--- config.mk ---
export PLATFORM = sky130hd
export DESIGN_NAME = puabmac_mul_acc
export DESIGN_NICKNAME = d
export VERILOG_FILES = /design/src/hdl/puabmac_pkg.sv /design/src/hdl/puabmac_mul_acc.sv
export SDC_FILE = /design/constraint.sdc
export NUM_CORES = 2
export LEC_CHECK = 0
export ABC_AREA = 1
export ABC_CLOCK_PERIOD_IN_PS = 17100
export BUFFER_PORTS_ARGS = -buffer_cell sky130_fd_sc_hd__buf_2
export CORE_ASPECT_RATIO = 1.1
export CORE_MARGIN = 5
export CORE_UTILIZATION = 32
export DETAILED_ROUTE_END_ITERATION = 12
export GPL_TIMING_DRIVEN = 1
export PLACE_DENSITY = 0.44
export SYNTH_ARGS = -nofsm -noshare
export SYNTH_HDL_FRONTEND = slang
export SYNTH_SLANG_ARGS = --single-unit
--- constraint.sdc ---
create_clock -name i_clk -period 17.1 [get_ports i_clk]
set_input_delay 2.565 -clock i_clk [delete_from_list [all_inputs] [get_ports i_clk]]
set_output_delay 2.565 -clock i_clk [all_outputs]
set_load 0.05 [all_outputs]
--- src/hdl/puabmac_pkg.sv ---
// shared types and constants of the packed upper-triangle a-transpose-b mac block
// no dependencies; imported by every module of the block but the ram
`default_nettype none

package puabmac_pkg;

    // default sizes of the block
    localparam int DEF_MAX_INNER  = 16;
    localparam int DEF_MAX_COLS   = 8;
    localparam int DEF_DATA_WIDTH = 32;

    // fixed field widths of the streams and the configuration port
    localparam int OP_W      = 2;
    localparam int ROW_W     = 4;
    localparam int COL_W     = 3;
    localparam int VALUE_W   = 32;
    localparam int IN_DATA_W = 40;
    localparam int OUT_DATA_W = 40;
    localparam int CFG_IDX_W = 2;
    localparam int CFG_DATA_W = 32;
    localparam int INNER_W   = 5;
    localparam int COLS_W    = 4;
    localparam int GAIN_W    = 32;

    // shared multiplier operands: the 32-bit gains plus one bit for unsigned chunks
    localparam int MUL_W  = GAIN_W + 1;
    // step index of the scale phase: at most three dot chunks and the beta term
    localparam int STEP_W = 2;

    // input opcodes carried in tuser
    localparam logic [OP_W-1:0] OP_LOAD_A = 2'd0;
    localparam logic [OP_W-1:0] OP_LOAD_B = 2'd1;
    localparam logic [OP_W-1:0] OP_LOAD_C = 2'd2;
    localparam logic [OP_W-1:0] OP_START  = 2'd3;

    // configuration register indexes
    localparam logic [CFG_IDX_W-1:0] CFG_INNER = 2'd0;
    localparam logic [CFG_IDX_W-1:0] CFG_COLS  = 2'd1;
    localparam logic [CFG_IDX_W-1:0] CFG_ALPHA = 2'd2;
    localparam logic [CFG_IDX_W-1:0] CFG_BETA  = 2'd3;

    // operand source of the shared multiplier
    typedef enum logic [1:0] {
        SRC_AB   = 2'd0,
        SRC_LOW  = 2'd1,
        SRC_TOP  = 2'd2,
        SRC_BETA = 2'd3
    } t_src;

    // sequencer to datapath control
    typedef struct packed {
        logic              mul_vld;
        t_src              src;
        logic [STEP_W-1:0] step;
        logic              clr;
        logic              cap;
        logic              emit;
        logic              last;
    } t_mac_ctl;

endpackage

`default_nettype wire

--- src/hdl/puabmac_mul_acc.sv ---
// shared signed multiplier with product register and shifted wide accumulator
// depends on puabmac_pkg
`default_nettype none

module puabmac_mul_acc #(
    parameter int MW         = 33,
    parameter int ACCW       = 132,
    parameter int SHIFT_UNIT = 32
) (
    input  wire logic                           i_clk,
    input  wire logic                           i_rst_n,
    input  wire logic                           i_vld,
    input  wire logic [puabmac_pkg::STEP_W-1:0] i_shift,
    input  wire logic signed [MW-1:0]           i_op_a,
    input  wire logic signed [MW-1:0]           i_op_b,
    input  wire logic                           i_clr,
    output logic [ACCW-1:0]                     o_acc
);

    import puabmac_pkg::*;

    logic signed [2*MW-1:0] r_prod;
    logic                   r_pvld;
    logic [STEP_W-1:0]      r_psh;
    logic [ACCW-1:0]        r_acc;
    logic signed [ACCW-1:0] w_ext;
    logic [ACCW-1:0]        w_term;

    always_ff @(posedge i_clk) begin
        r_prod <= i_op_a * i_op_b;
        r_psh  <= i_shift;
    end

    always_ff @(posedge i_clk) begin
        if (!i_rst_n) begin
            r_pvld <= 1'b0;
        end else begin
            r_pvld <= i_vld;
        end
    end

    // product weighted by its chunk position
    assign w_ext  = ACCW'(r_prod);
    assign w_term = w_ext << (int'(r_psh) * SHIFT_UNIT);

    always_ff @(posedge i_clk) begin
        if (i_clr) begin
            r_acc <= '0;
        end else if (r_pvld) begin
            r_acc <= r_acc + w_term;
        end
    end

    assign o_acc = r_acc;

endmodule

`default_nettype wire

-- After elaboration in Yosys (flattened, before gate mapping)
Index checks and enable logic that the tools add are counted.
- register bits: 201
- bits in latches: 0
- memory bits (writable): 0
- memory bits (read-only): 0
- logic and storage cells: 7
- memories kept: 0
- $add $sub $neg: 1
- multiply operators: 1
- div/mod/pow operators: 0
- magnitude comparators: 0
- eq/ne operators: 0
- shift-type cells: 1
- multiplexer cells: 0
- bitwise gates (word level): 0
- reductions and logical operators: 0
- operators with widths (operator ; number):
    $add 132x132->132 ; 1
    $shl 132x7->132 ; 1
    $mul 33x33->66 ; 1

-- Longest topological paths before layout
- depth after elaboration: 2
- depth in mapped cells: 33
- depth with buffers taken out: 31

-- Worst setup path before layout
OpenSTA, ideal clock, no wires.
- kind: input-to-reg
- start point: input i_op_a[32]
- end point: register r_prod[64]
- library setup time: 119 ps
- arrival: 9315 ps
- data required time: 16981 ps
- setup slack: 7667 ps
- stages: 23
- cell sequence: clkbuf_1 clkbuf_1 nand2_1 inv_1 fa_1 fa_1 fa_1 fa_1 fa_1 fa_1 fa_1 inv_1 fa_1 inv_1 ha_1 a21oi_1 o21a_1 o21ai_0 nand3_1 nand3_1 a211oi_1 nand2_1 xor2_1
- longest elaborated chain between the ends: 1
- ends and longest elaborated chain (item ; RTL line ; text):
    start: declaration ; puabmac_mul_acc.sv:14 ; input wire logic signed [MW-1:0] i_op_a,
    $mul 33x33->66 ; puabmac_mul_acc.sv:30 ; r_prod <= i_op_a * i_op_b;
    end signal: assignment ; puabmac_mul_acc.sv:30 ;
    end: declaration ; puabmac_mul_acc.sv:22 ; logic signed [2*MW-1:0] r_prod;
Every way passes these cells.
A chain may end at the register's enable or synchronous reset.

-- Final worst setup path
- start point: input i_op_b[7]
- end point: register r_prod[63]
- longest elaborated chain between the ends: 1
- ends and longest elaborated chain (item ; RTL line ; text):
    start: declaration ; puabmac_mul_acc.sv:15 ; input wire logic signed [MW-1:0] i_op_b,
    $mul 33x33->66 ; puabmac_mul_acc.sv:30 ;
Every way passes these cells.

==> flow_metrics.py <==
metrics = {
    "outcome": {
        "status": "finished, final reports clean",
    },
    "die": {
        "fp-row-count": 167,
        "die-area_sq_mm": 0.198,
        "coreArea_sq_mm": 0.188,
        "fp.dieW_um": 425,
        "die_h_um": 466,
        "initial_utilization_pct": 32.2,
        "io_pins": 204,
    },
    "detailed_routing": {
        "wl_per_cell_um": 22.6,
        "first_pass_iters": 6,
        "num_vias": 52500,
        "routed_wl_mm": 251,
        "drcViolationCount": 0,
        "drt_iter0_drc": 3611,
        "antenna_left": 0,
        "via_per_inst": 4.72,
    },
    "setup_path": {
        "crit_type": "in -> reg",
        "cp_max_fo": 33,
        "endpoint_kind": "flop",
        "crit_start": "i_op_b[7]",
        "start_kind": "input port",
        "arrival_ns": 10.38,
        "r2r_start": "r_psh[0]$_DFF_P_",
        "cp.required_ns": 17.63,
    },
    "timing": {
        "setup_slack_ns": 7.25,
        "tns_ns": 0,
        "finalCritPeriodShare_pct": 57.6,
        "finalSetupViolCount": 0,
        "drv_slew": 0,
        "period_needed_ns": 9.85,
        "rsz0062_at_grt": "false",
        "hold_viol": 0,
        "fmax_mhz": 102,
        "tightest_slew_ns": 1.27,
        "timing.hold.ws_ns": 0.494,
        "fin_skew_ns": 0.0326,
        "slew_headroom_pct": 14.4,
    },
    "synth": {
        "syn-num-nets": 10200,
        "ys_seq_area_share_pct": 6.64,
        "muxShareOfSynthArea_pct": 0.545,
        "synth_area_per_cell_sq_um": 7.02,
        "async_flop_share_pct": 0,
        "synth-edff-count": 0,
        "synth_compound_area_share_pct": 7.10,
        "ys_types": 56,
        "synth-simple-area-share_pct": 21.8,
        "synth_warnings": 0,
        "synthFlopType": "dfxtp_1",
        "synth_top_family_by_area": "adder cells",
        "synth_area_sq_mm": 0.0606,
        "ys_seq_elements": 201,
        "yosys.area_share.adder_pct": 45.1,
        "synth_xor_area_share_pct": 1.89,
        "syn_inst": 8629,
    },
    "layout": {
        "nFillCells": 20700,
        "final_layout_size_suffix_gt1_share_pct": 5.46,
        "final_common_cell": "inv_1",
        "fin_nets": 10100,
        "final_cell_mix": "inv_1 (2,358), nand2_1 (2,062), fa_1 (1,146), nor2_1 (816), ha_1 (348)",
        "syn_to_final_growth_pct": 6.91,
    },
    "cts": {
        "cts_buffer_depth": 3,
        "cts_num_sinks": 201,
        "cts_resized": 0,
        "cts_buffers": 28,
        "cts_root_buffer": "clkbuf_16",
        "post_cts_buffers": 0,
        "ctsHoldBuffers": 0,
        "cts-htree-levels": 1,
        "clk_latency_ns": 0.64,
        "clk_pin_slew_ns": 0.07,
        "cts_tree": "done",
    },
    "grt": {
        "met2_usage_pct": 44.5,
        "overflow": 0,
        "grt_pass1_wl_mm": 372,
        "grt_max_degree": 84,
        "antenna_found_initial": 10,
        "grt_pass1_vias": 56200,
        "busiest_layer": "met2",
        "grtUsageMet3_pct": 1.98,
        "use_met1_pct": 32.0,
        "gr-usage-all-layers_pct": 25.3,
    },
    "hold_path": {
        "holdCritStartpoint": "o_acc[131]$_SDFFE_PP0P_",
        "worstHoldPathType": "reg -> reg",
    },
    "placed_design": {
        "pre_cts_ws_ns": 6.47,
        "gp_congestion": 0.977,
        "dpl.hpwl_mm": 216,
        "port_buffers": 203,
    },
    "job": {
        "maxCapViolations": 0,
    },
}
sequential cells by signal (all words and copies together) (netlist names):
signal / count
r_prod: 66
o_acc: 132
r_pvld: 1
r_psh: 2
metal layers:
| layer | wire length, um | vias to the layer above |
|---|---|---|
| met2 | 122000 | 1241 |
| met3 | 9730 | 332 |
| met1 | 106000 | 26100 |
| li1 | - | 24800 |
| met4 | 12700 | 6 |
| met5 | 41 | - |
critical path: stages:
cell and delay, ns:
buf_2 0.68, nand2_1 0.21, inv_1 0.13, fa_1 0.41
inv_1 0.26, fa_1 0.52, fa_1 0.55, inv_1 0.07
fa_1 1.15, fa_1 0.58, fa_1 0.50, fa_1 0.50
inv_1 0.05, fa_1 0.47, inv_1 0.04, ha_1 0.35
a21o_1 0.20, a31oi_1 0.32, o21bai_1 0.17, nand2_1 0.09
o2111ai_1 0.09, a31oi_1 0.24, nand2_1 0.09, nand2_1 0.06
nand2_1 0.05
Yosys cell counts (3+ instances only):
cell type  count  share of area [%]
a211oi_1       3              0.037
a21boi_0       3              0.037
a21o_1        19               0.24
a21oi_1      318                2.6
a21oi_2        5              0.072
a22oi_1       29               0.36
a31oi_1       20               0.21
and2_1         3              0.031
and3_1         5              0.052
buf_1          4              0.025
buf_2          8              0.066
clkbuf_1     321                2.0
dfxtp_1      201                6.6
fa_1        1146                 38
ha_1         348                7.2
inv_1       2358                 15
inv_2         28               0.17
mux2i_1       33               0.55
nand2_1     2062                 13
nand2_2       38               0.39
nand2_4        4              0.074
nand3_1      212                1.8
nand3_2        9               0.15
nand3b_1       3              0.037
nand4_1       34               0.35
nor2_1       817                5.1
nor2_2        45               0.46
nor3_1        19               0.16
nor3_2         9               0.15
nor4_1         9              0.093
nor4_2         5               0.10
o211ai_1       4              0.050
o211ai_2       5               0.10
o21a_1        11               0.14
o21ai_0      273                2.3
o21ai_1       12              0.099
o21ai_2        8               0.12
o21bai_1      44               0.55
or2_2          4              0.041
xnor2_1       28               0.40
xor2_1       103                1.5
logic make-up (layout without fill, tap and decap cells):
family / Yosys count / in the layout
AO/OA/AOI/OAI: 764 / 764
XOR/XNOR: 131 / 131
adder cells (fa/ha/maj): 1494 / 1494
buffers and inverters: 2723 / 2680
flip-flops: 201 / 201
multiplexers: 33 / 33
other: 0 / 3
AND/OR/NAND/NOR: 3283 / 3283
final timing paths:
check / to / slack, ns / cells past startpoint
setup / recovery: r_prod[63]$_DFF_P_ / 7.25 / 25
hold / removal: o_acc[131]$_SDFFE_PP0P_ / 0.49 / 2
setup reg to reg: o_acc[130]$_SDFFE_PP0P_ / 10.74 / 20
hold reg to reg: o_acc[131]$_SDFFE_PP0P_ / 0.49 / 2
layout make-up:
class	count	area (sq um)	share of cell area [%]
antenna	3	7.51	0.0116
clock buffer	34	785	1.21
clock inverter	17	199	0.307
inverter	2386	8960	13.8
multi-input combinational	5705	46300	71.5
sequential	201	4030	6.23
tap	2535	3170	4.90
timing repair buffer	243	1320	2.04
through the flow:
stage	cell area (sq um)	instances	utilization, %
floorplan	60600	8629	-
global placement	63800	11100	33.9
detailed placement	63800	11100	33.9
CTS	64700	11100	34.4
global route	64700	11100	34.4
finish	64700	11100	34.4
Power is not shown: default switching activity piles up to over one toggle a cycle in this logic, so the estimate is an artifact.
