`src/hdl/puabmac_pkg.sv`:
```
// shared types and constants of the packed upper-triangle a-transpose-b mac block
// no dependencies; imported by every module of the block but the ram
`default_nettype none

package puabmac_pkg;

    // default sizes of the block
    localparam int DEF_MAX_INNER  = 16;
    localparam int DEF_MAX_COLS   = 8;
    localparam int DEF_DATA_WIDTH = 32;

    // fixed field widths of the streams and the configuration port
    localparam int OP_W      = 2;
    localparam int ROW_W     = 4;
    localparam int COL_W     = 3;
    localparam int VALUE_W   = 32;
    localparam int IN_DATA_W = 40;
    localparam int OUT_DATA_W = 40;
    localparam int CFG_IDX_W = 2;
    localparam int CFG_DATA_W = 32;
    localparam int INNER_W   = 5;
    localparam int COLS_W    = 4;
    localparam int GAIN_W    = 32;

    // shared multiplier operands: the 32-bit gains plus one bit for unsigned chunks
    localparam int MUL_W  = GAIN_W + 1;
    // step index of the scale phase: at most three dot chunks and the beta term
    localparam int STEP_W = 2;

    // input opcodes carried in tuser
    localparam logic [OP_W-1:0] OP_LOAD_A = 2'd0;
    localparam logic [OP_W-1:0] OP_LOAD_B = 2'd1;
    localparam logic [OP_W-1:0] OP_LOAD_C = 2'd2;
    localparam logic [OP_W-1:0] OP_START  = 2'd3;

    // configuration register indexes
    localparam logic [CFG_IDX_W-1:0] CFG_INNER = 2'd0;
    localparam logic [CFG_IDX_W-1:0] CFG_COLS  = 2'd1;
    localparam logic [CFG_IDX_W-1:0] CFG_ALPHA = 2'd2;
    localparam logic [CFG_IDX_W-1:0] CFG_BETA  = 2'd3;

    // operand source of the shared multiplier
    typedef enum logic [1:0] {
        SRC_AB   = 2'd0,
        SRC_LOW  = 2'd1,
        SRC_TOP  = 2'd2,
        SRC_BETA = 2'd3
    } t_src;

    // sequencer to datapath control
    typedef struct packed {
        logic              mul_vld;
        t_src              src;
        logic [STEP_W-1:0] step;
        logic              clr;
        logic              cap;
        logic              emit;
        logic              last;
    } t_mac_ctl;

endpackage

`default_nettype wire

```
`src/hdl/puabmac_seq.sv`:
```
// sequencer: walks the upper triangle, the dot rows and the scale steps
// depends on puabmac_pkg
`default_nettype none

module puabmac_seq #(
    parameter int MAX_INNER = 16,
    parameter int MAX_COLS  = 8,
    parameter int NCHUNK    = 3,
    localparam int RW   = (MAX_INNER > 1) ? $clog2(MAX_INNER) : 1,
    localparam int CW   = (MAX_COLS > 1) ? $clog2(MAX_COLS) : 1,
    localparam int ABD  = MAX_INNER * MAX_COLS,
    localparam int ABAW = (ABD > 1) ? $clog2(ABD) : 1,
    localparam int CD   = (MAX_COLS * (MAX_COLS + 1)) / 2,
    localparam int CAW  = (CD > 1) ? $clog2(CD) : 1
) (
    input  wire logic            i_clk,
    input  wire logic            i_rst_n,
    input  wire logic            i_start,
    input  wire logic [RW-1:0]   i_k_last,
    input  wire logic [CW-1:0]   i_n_last,
    input  wire logic            i_out_free,
    output logic                 o_idle,
    output logic                 o_ab_rd,
    output logic                 o_c_rd,
    output logic [ABAW-1:0]      o_a_raddr,
    output logic [ABAW-1:0]      o_b_raddr,
    output logic [CAW-1:0]       o_c_raddr,
    output logic [CW-1:0]        o_row,
    output logic [CW-1:0]        o_col,
    output puabmac_pkg::t_mac_ctl o_ctl
);

    import puabmac_pkg::*;

    typedef enum logic [6:0] {
        ST_IDLE  = 7'b0000001,
        ST_DOT   = 7'b0000010,
        ST_DWAIT = 7'b0000100,
        ST_CAPT  = 7'b0001000,
        ST_SCALE = 7'b0010000,
        ST_SWAIT = 7'b0100000,
        ST_EMIT  = 7'b1000000
    } t_state;

    t_state            r_state, n_state;
    logic [CW-1:0]     r_i, n_i;
    logic [CW-1:0]     r_j, n_j;
    logic [RW-1:0]     r_r, n_r;
    logic [STEP_W-1:0] r_s, n_s;
    logic              r_w, n_w;
    logic              r_mvld, n_mvld;
    t_src              r_src, n_src;
    logic [STEP_W-1:0] r_step, n_step;
    logic              w_clr, w_cap, w_emit;

    always_comb begin
        n_state = r_state;
        n_i     = r_i;
        n_j     = r_j;
        n_r     = r_r;
        n_s     = r_s;
        n_w     = r_w;
        n_mvld  = 1'b0;
        n_src   = SRC_AB;
        n_step  = '0;
        w_clr   = 1'b0;
        w_cap   = 1'b0;
        w_emit  = 1'b0;
        unique case (r_state)
            ST_IDLE: begin
                if (i_start) begin
                    w_clr   = 1'b1;
                    n_i     = '0;
                    n_j     = '0;
                    n_r     = '0;
                    n_state = ST_DOT;
                end
            end
            ST_DOT: begin
                n_mvld = 1'b1;
                if (r_r == i_k_last) begin
                    n_r     = '0;
                    n_w     = 1'b0;
                    n_state = ST_DWAIT;
                end else begin
                    n_r = r_r + 1'b1;
                end
            end
            ST_DWAIT: begin
                if (r_w) begin
                    n_w     = 1'b0;
                    n_state = ST_CAPT;
                end else begin
                    n_w = 1'b1;
                end
            end
            ST_CAPT: begin
                // dot product is complete: park it and reuse the accumulator
                w_cap   = 1'b1;
                w_clr   = 1'b1;
                n_s     = '0;
                n_state = ST_SCALE;
            end
            ST_SCALE: begin
                n_mvld = 1'b1;
                priority if (r_s < STEP_W'(NCHUNK - 1)) begin
                    n_src  = SRC_LOW;
                    n_step = r_s;
                end else if (r_s == STEP_W'(NCHUNK - 1)) begin
                    n_src  = SRC_TOP;
                    n_step = r_s;
                end else begin
                    n_src  = SRC_BETA;
                    n_step = '0;
                end
                if (r_s == STEP_W'(NCHUNK)) begin
                    n_w     = 1'b0;
                    n_state = ST_SWAIT;
                end else begin
                    n_s = r_s + 1'b1;
                end
            end
            ST_SWAIT: begin
                if (r_w) begin
                    n_w     = 1'b0;
                    n_state = ST_EMIT;
                end else begin
                    n_w = 1'b1;
                end
            end
            ST_EMIT: begin
                if (i_out_free) begin
                    w_emit = 1'b1;
                    w_clr  = 1'b1;
                    n_r    = '0;
                    if (r_i == r_j) begin
                        if (r_j == i_n_last) begin
                            n_state = ST_IDLE;
                        end else begin
                            n_j     = r_j + 1'b1;
                            n_i     = '0;
                            n_state = ST_DOT;
                        end
                    end else begin
                        n_i     = r_i + 1'b1;
                        n_state = ST_DOT;
                    end
                end
            end
            default: begin
                n_state = ST_IDLE;
            end
        endcase
    end

    always_ff @(posedge i_clk) begin
        if (!i_rst_n) begin
            r_state <= ST_IDLE;
            r_i     <= '0;
            r_j     <= '0;
            r_r     <= '0;
            r_s     <= '0;
            r_w     <= 1'b0;
            r_mvld  <= 1'b0;
            r_src   <= SRC_AB;
            r_step  <= '0;
        end else begin
            r_state <= n_state;
            r_i     <= n_i;
            r_j     <= n_j;
            r_r     <= n_r;
            r_s     <= n_s;
            r_w     <= n_w;
            r_mvld  <= n_mvld;
            r_src   <= n_src;
            r_step  <= n_step;
        end
    end

    assign o_idle    = (r_state == ST_IDLE);
    assign o_ab_rd   = (r_state == ST_DOT);
    assign o_c_rd    = (r_state == ST_DOT) && (r_r == '0);
    assign o_a_raddr = ABAW'(int'(r_i) * MAX_INNER + int'(r_r));
    assign o_b_raddr = ABAW'(int'(r_j) * MAX_INNER + int'(r_r));
    assign o_c_raddr = CAW'((int'(r_j) * (int'(r_j) + 1)) / 2 + int'(r_i));
    assign o_row     = r_i;
    assign o_col     = r_j;

    assign o_ctl.mul_vld = r_mvld;
    assign o_ctl.src     = r_src;
    assign o_ctl.step    = r_step;
    assign o_ctl.clr     = w_clr;
    assign o_ctl.cap     = w_cap;
    assign o_ctl.emit    = w_emit;
    assign o_ctl.last    = (r_i == r_j) && (r_j == i_n_last);

endmodule

`default_nettype wire

```
`config.mk`:
```
export PLATFORM = sky130hd
export DESIGN_NAME = puabmac_seq
export DESIGN_NICKNAME = d
export VERILOG_FILES = /design/src/hdl/puabmac_pkg.sv /design/src/hdl/puabmac_seq.sv
export SDC_FILE = /design/constraint.sdc
export NUM_CORES = 1
export LEC_CHECK = 0
export BUFFER_PORTS_ARGS = -buffer_cell sky130_fd_sc_hd__buf_2
export CAP_MARGIN = 20
export CORE_MARGIN = 3
export CORE_UTILIZATION = 48
export CTS_CLUSTER_DIAMETER = 40
export DETAILED_ROUTE_END_ITERATION = 10
export PLACE_DENSITY = 0.79
export SKIP_CTS_REPAIR_TIMING = 1
export SLEW_MARGIN = 15
export SYNTH_ARGS = -nofsm -noshare
export SYNTH_HDL_FRONTEND = slang
export SYNTH_SLANG_ARGS = --single-unit
```
`constraint.sdc`:
```
create_clock -name i_clk -period 3.15 [get_ports i_clk]
set_input_delay 0.1575 -clock i_clk [delete_from_list [all_inputs] [get_ports i_clk]]
set_output_delay 0.1575 -clock i_clk [all_outputs]
set_load 0.02 [all_outputs]
```
Yosys cells after proc, flatten, opt, wreduce, memory -nomap -nowiden
Cells that the tools add are included.
Storage, ports and cells
  output and inout bits: 38
  logic and storage cells: 101
  register bits after elaboration: 25
  input port bits: 11
Cells by class
  add/sub/neg operators: 9
  muxes and demuxes: 38
  bitwise logic cells: 3
  reduce and logical (&&, ||, !) cells: 17
  $lt $le $gt $ge: 1
  $mul: 1
  equality and inequality tests: 22
Operator list (count)
  7-bit two-way mux: 7
  7-bit one-hot mux with 7 select lines: 1
  3-bit two-way mux: 7
  2-bit inequality test (second input constant): 8
  7-bit by 4-bit adder with 7-bit output: 2
  4-bit two-way mux: 3
  3-bit one-hot mux with 2 select lines: 2
  4-bit one-hot mux with 3 select lines: 1
  1-bit two-way mux: 10
  2-bit two-way mux: 4
  7-bit by 1-bit == test with 1-bit output (second input constant): 1
  7-bit by 2-bit == test with 1-bit output (second input constant): 1
  7-bit by 3-bit == test with 1-bit output (second input constant): 1
  7-bit by 4-bit == test with 1-bit output (second input constant): 1
  7-bit by 5-bit == test with 1-bit output (second input constant): 1
  7-bit by 6-bit == test with 1-bit output (second input constant): 1
  7-bit == test (second input constant): 1
  3-bit by 4-bit multiplier with 7-bit output: 1
  3-bit by 1-bit adder with 3-bit output (second input constant): 2
  6-bit by 1-bit adder with 6-bit output: 1
  6-bit by 4-bit adder with 6-bit output: 1
  3-bit == test: 2
  1-bit one-hot mux with 3 select lines: 2
  3-bit AND reduction: 2
  other kinds (21): 28

Longest topological paths before layout
  depth in word-level cells: 5
  depth in mapped cells: 10
  depth with buffers taken out: 10

Worst setup path after synthesis
No wires, ideal clock.
  path type: flip-flop to output port
  start: register r_j[0] (netlist: o_col[0])
  end: output o_c_raddr[5]
  data required time: 2.992 ns
  cell stages (with the launch flop): 11
  setup slack: -0.256 ns
  data arrival time: 3.249 ns
  path through: dfxtp_1 > clkbuf_1 > inv_1 > ha_1 > nor2b_1 > fa_1 > fa_1 > ha_1 > a21oi_1 > nor2_1 > xnor2_1
On the way
  word-level cells in the longest chain between the ends: 5
RTL lines
  start: declaration: RTL line puabmac_seq.sv:47  | logic [CW-1:0] r_j, n_j;
  start signal: assignment: RTL line puabmac_seq.sv:170  | r_j <= n_j;
  3-bit by 1-bit adder with 4-bit output: RTL line puabmac_seq.sv:185  | assign o_c_raddr = CAW'((int'(r_j) * (int'(r_j) + 1)) / 2 + int'(r_i));
  3-bit by 4-bit multiplier with 7-bit output *: RTL line puabmac_seq.sv:185
  1-bit bitwise AND (no line)
  6-bit by 1-bit adder with 6-bit output (no line) *
  6-bit by 4-bit adder with 6-bit output *: RTL line puabmac_seq.sv:185
  end: declaration: RTL line puabmac_seq.sv:27  | output logic [CAW-1:0] o_c_raddr,
Mark *: on every way between the ends. The rest lies on a longest branch, timed or not.

Worst setup path after layout
  start: register r_j[1] (netlist: o_col[1])
  end: output o_c_raddr[5]
On the way
  word-level cells in the longest chain between the ends: 4
RTL lines (RTL line)
  3-bit by 1-bit adder with 4-bit output: puabmac_seq.sv:185
  3-bit by 4-bit multiplier with 7-bit output *: puabmac_seq.sv:185
  6-bit by 1-bit adder with 6-bit output (no line) *
  6-bit by 4-bit adder with 6-bit output *: puabmac_seq.sv:185
Marks and branches as above.

==> qor.yml <==
outcome: "completed"
met3_usage_pct: 3.17
crit_slowest_cell: "fa_1"
track_usage_pct: 18.0
stdcell_count: 322
grt_pass1_wl_mm: 7.46
synth_warnings: 0
dr.pass1.iters: 4
start_kind: "flip-flop"
end_kind: "output port"
cp.arrival_ps: 2970
overflow: 0
synth_area_um2: 1990
crit_family: "adder cells"
clock-root-buffer: "clkbuf_8"
port_buffers: 48
dp_hpwl_mm: 3.33
cts_made_buffers: 3
start_util_pct: 52.0
max_cap_viol_count: 0
drt-total-wl_mm: 4.66
antenna_left: 0
leakage_nw: 1.18
core_um2: 3830
min_path_type: "input port to flip-flop"
placementRows: 22
clock-sinks: 25
path_max_fanout: 7
drt_iter0_markers: 148
vias: 1811
required_ps: 2990
min_period_over_period_pct: 99.1
io-pin-count: 49
maxSlewHeadroom_pct: 50.4
clockBufferDepth: 2
worstSetupPathType: "flip-flop to output port"
cp_num_buf_inv: 2
grt_max_degree: 20
path_clk_slew_ps: 90
holdWs_ps: 171
die_h_um: 70.4
antenna_found_initial: 0
nets: 309
ys_seq_area_share_pct: 25.2
finalSetupViolCount: 0
fin_crit_ps: 3120
nFillCells: 342
finalPower_uw: 637
die_w_um: 70.4
tightestPinTransition_ps: 738
syn_avg_cell_area_um2: 8.46
tritoncts: "built"
placedCellCount: 313
wl_per_cell_um: 14.5
synthFlopType: "dfxtp_1"
async_reset_ff_share_pct: 0
yosysUniqueCellTypes: 50
synthCells: 235
drive_above_1_share_pct: 30.7
hold_violations: 0
synth_edf_count: 0
globalplace.congestion: 0.847
gr-usage-met2_pct: 29.2
synth-seq-cells: 25
grt_pass1_vias: 1631
synth_fp_nets: 269
peakVddDrop_mv: 0.296
antenna_cells: 0
grt_setup_unrepaired: "true"
cts_max_level: 1
cellPowerDensity_nw_per_um2: 268
worst_clock_skew_ps: 3.90
met1_usage_pct: 25.5
busiest_layer: "met2"
clk_latency_ps: 260
area_growth_pct: 19.6
max_stage_delay_ps: 560
avgViaCountPerCell: 5.62
maxSlewViolCount: 0
dieArea_um2: 4950
cp_cell_sequence: "buf_4, ha_4, nor2b_4, fa_1, fa_1, ha_4, a21oi_4, nor2_4, xnor2_2, buf_4"
drc: 0
max_freq_ghz: 0.320
through the flow:
| stage | area, µm² | worst slack [ps] | TNS, ps | util (%) |
|---|---|---|---|---|
| after floorplan | 2010 | 48.4 | 0 | - |
| after global placement | 2200 | 124 | 0 | 57.4 |
| after detailed placement | 2200 | 43.0 | 0 | 57.4 |
| after CTS | 2240 | -252 | -599 | 58.6 |
| after global routing | 2380 | -85.4 | -139 | 62.1 |
| final | 2380 | 27.1 | 0 | 62.1 |
placed cells by master, fill, tap and decap left out, types with 3 or more instances in the layout:
| cell type | count |
|---|---|
| ha_1 | 16 |
| nand3_1 | 15 |
| o21ai_0 | 3 |
| buf_2 | 46 |
| nand4_1 | 4 |
| inv_1 | 11 |
| nand3b_1 | 3 |
| fa_1 | 3 |
| ha_4 | 4 |
| and3_1 | 6 |
| nor2_1 | 13 |
| o31ai_1 | 3 |
| nor3_1 | 8 |
| nor4b_1 | 4 |
| dfxtp_1 | 22 |
| and2_1 | 6 |
| xnor2_1 | 9 |
| a21oi_1 | 4 |
| clkbuf_8 | 3 |
| nor2b_1 | 5 |
| a21o_1 | 3 |
| buf_4 | 12 |
| a31oi_1 | 3 |
| xor2_1 | 6 |
| nand2_1 | 14 |
synth_stat cells, drive strengths merged (4+ instances only):
cell / instances / area, µm²
nand2: 15 / 56.3
a21oi: 6 / 33.8
xnor2: 11 / 96.3
buf: 20 / 135
nor2: 15 / 56.3
dfxtp: 25 / 500
nor4b: 5 / 50.0
xor2: 6 / 52.6
nand4: 4 / 25.0
nor3: 9 / 50.1
inv: 13 / 48.8
ha: 20 / 250
nor2b: 6 / 37.5
and3: 6 / 37.5
and2: 6 / 37.5
nand3: 15 / 75.1
power breakdown:
part / switching, mW / internal (mW)
clock network: 0.0971 / 0.0903
logic: 0.0740 / 0.0440
registers: 0.0123 / 0.319
total: 0.183 / 0.453
path summary, 6_finish.rpt:
kind / startpoint / endpoint / slack, ps / cells after the start
min: i_out_free / r_state[6] / 170 / 2
min reg2reg: r_s[0] / r_s[0] / 510 / 2
max reg2reg: r_state[2] / o_row[1] / 1180 / 4
max: o_col[1] / o_c_raddr[5] / 30 / 10
cells by family (layout without fill, tap and decap cells):
family	Yosys count	in the layout	share of synthesized area, %
mux	2	2	1.01
fa+ha+maj	23	23	15.6
compound gates	34	34	12.7
buf+inv	37	76	10.0
simple gates	97	97	28.0
xor+xnor	17	17	7.49
flops	25	25	25.2
registers in the layout, summed over array words and instances, names as in the netlist:
register,cells
o_col,3
o_row,3
r_mvld,1
r_r,4
r_s,2
r_src,2
r_state,7
r_step,2
r_w,1
cell type report:
class	count	area (µm²)	area share [%]
tap	48	60.1	2.53
sequential	25	509	21.4
timing repair buffer	58	320	13.5
clock buffer	4	45.0	1.89
multi-input combinational	173	1390	58.5
inverter	14	52.6	2.21
routing by layer:
layer	routed length, µm	share of wire, %
met1	2100	45
met2	2210	47
met3	295	6.3
met4	65	1.4
met5	0	0
Note: power is estimated with default switching activity, not from simulation.
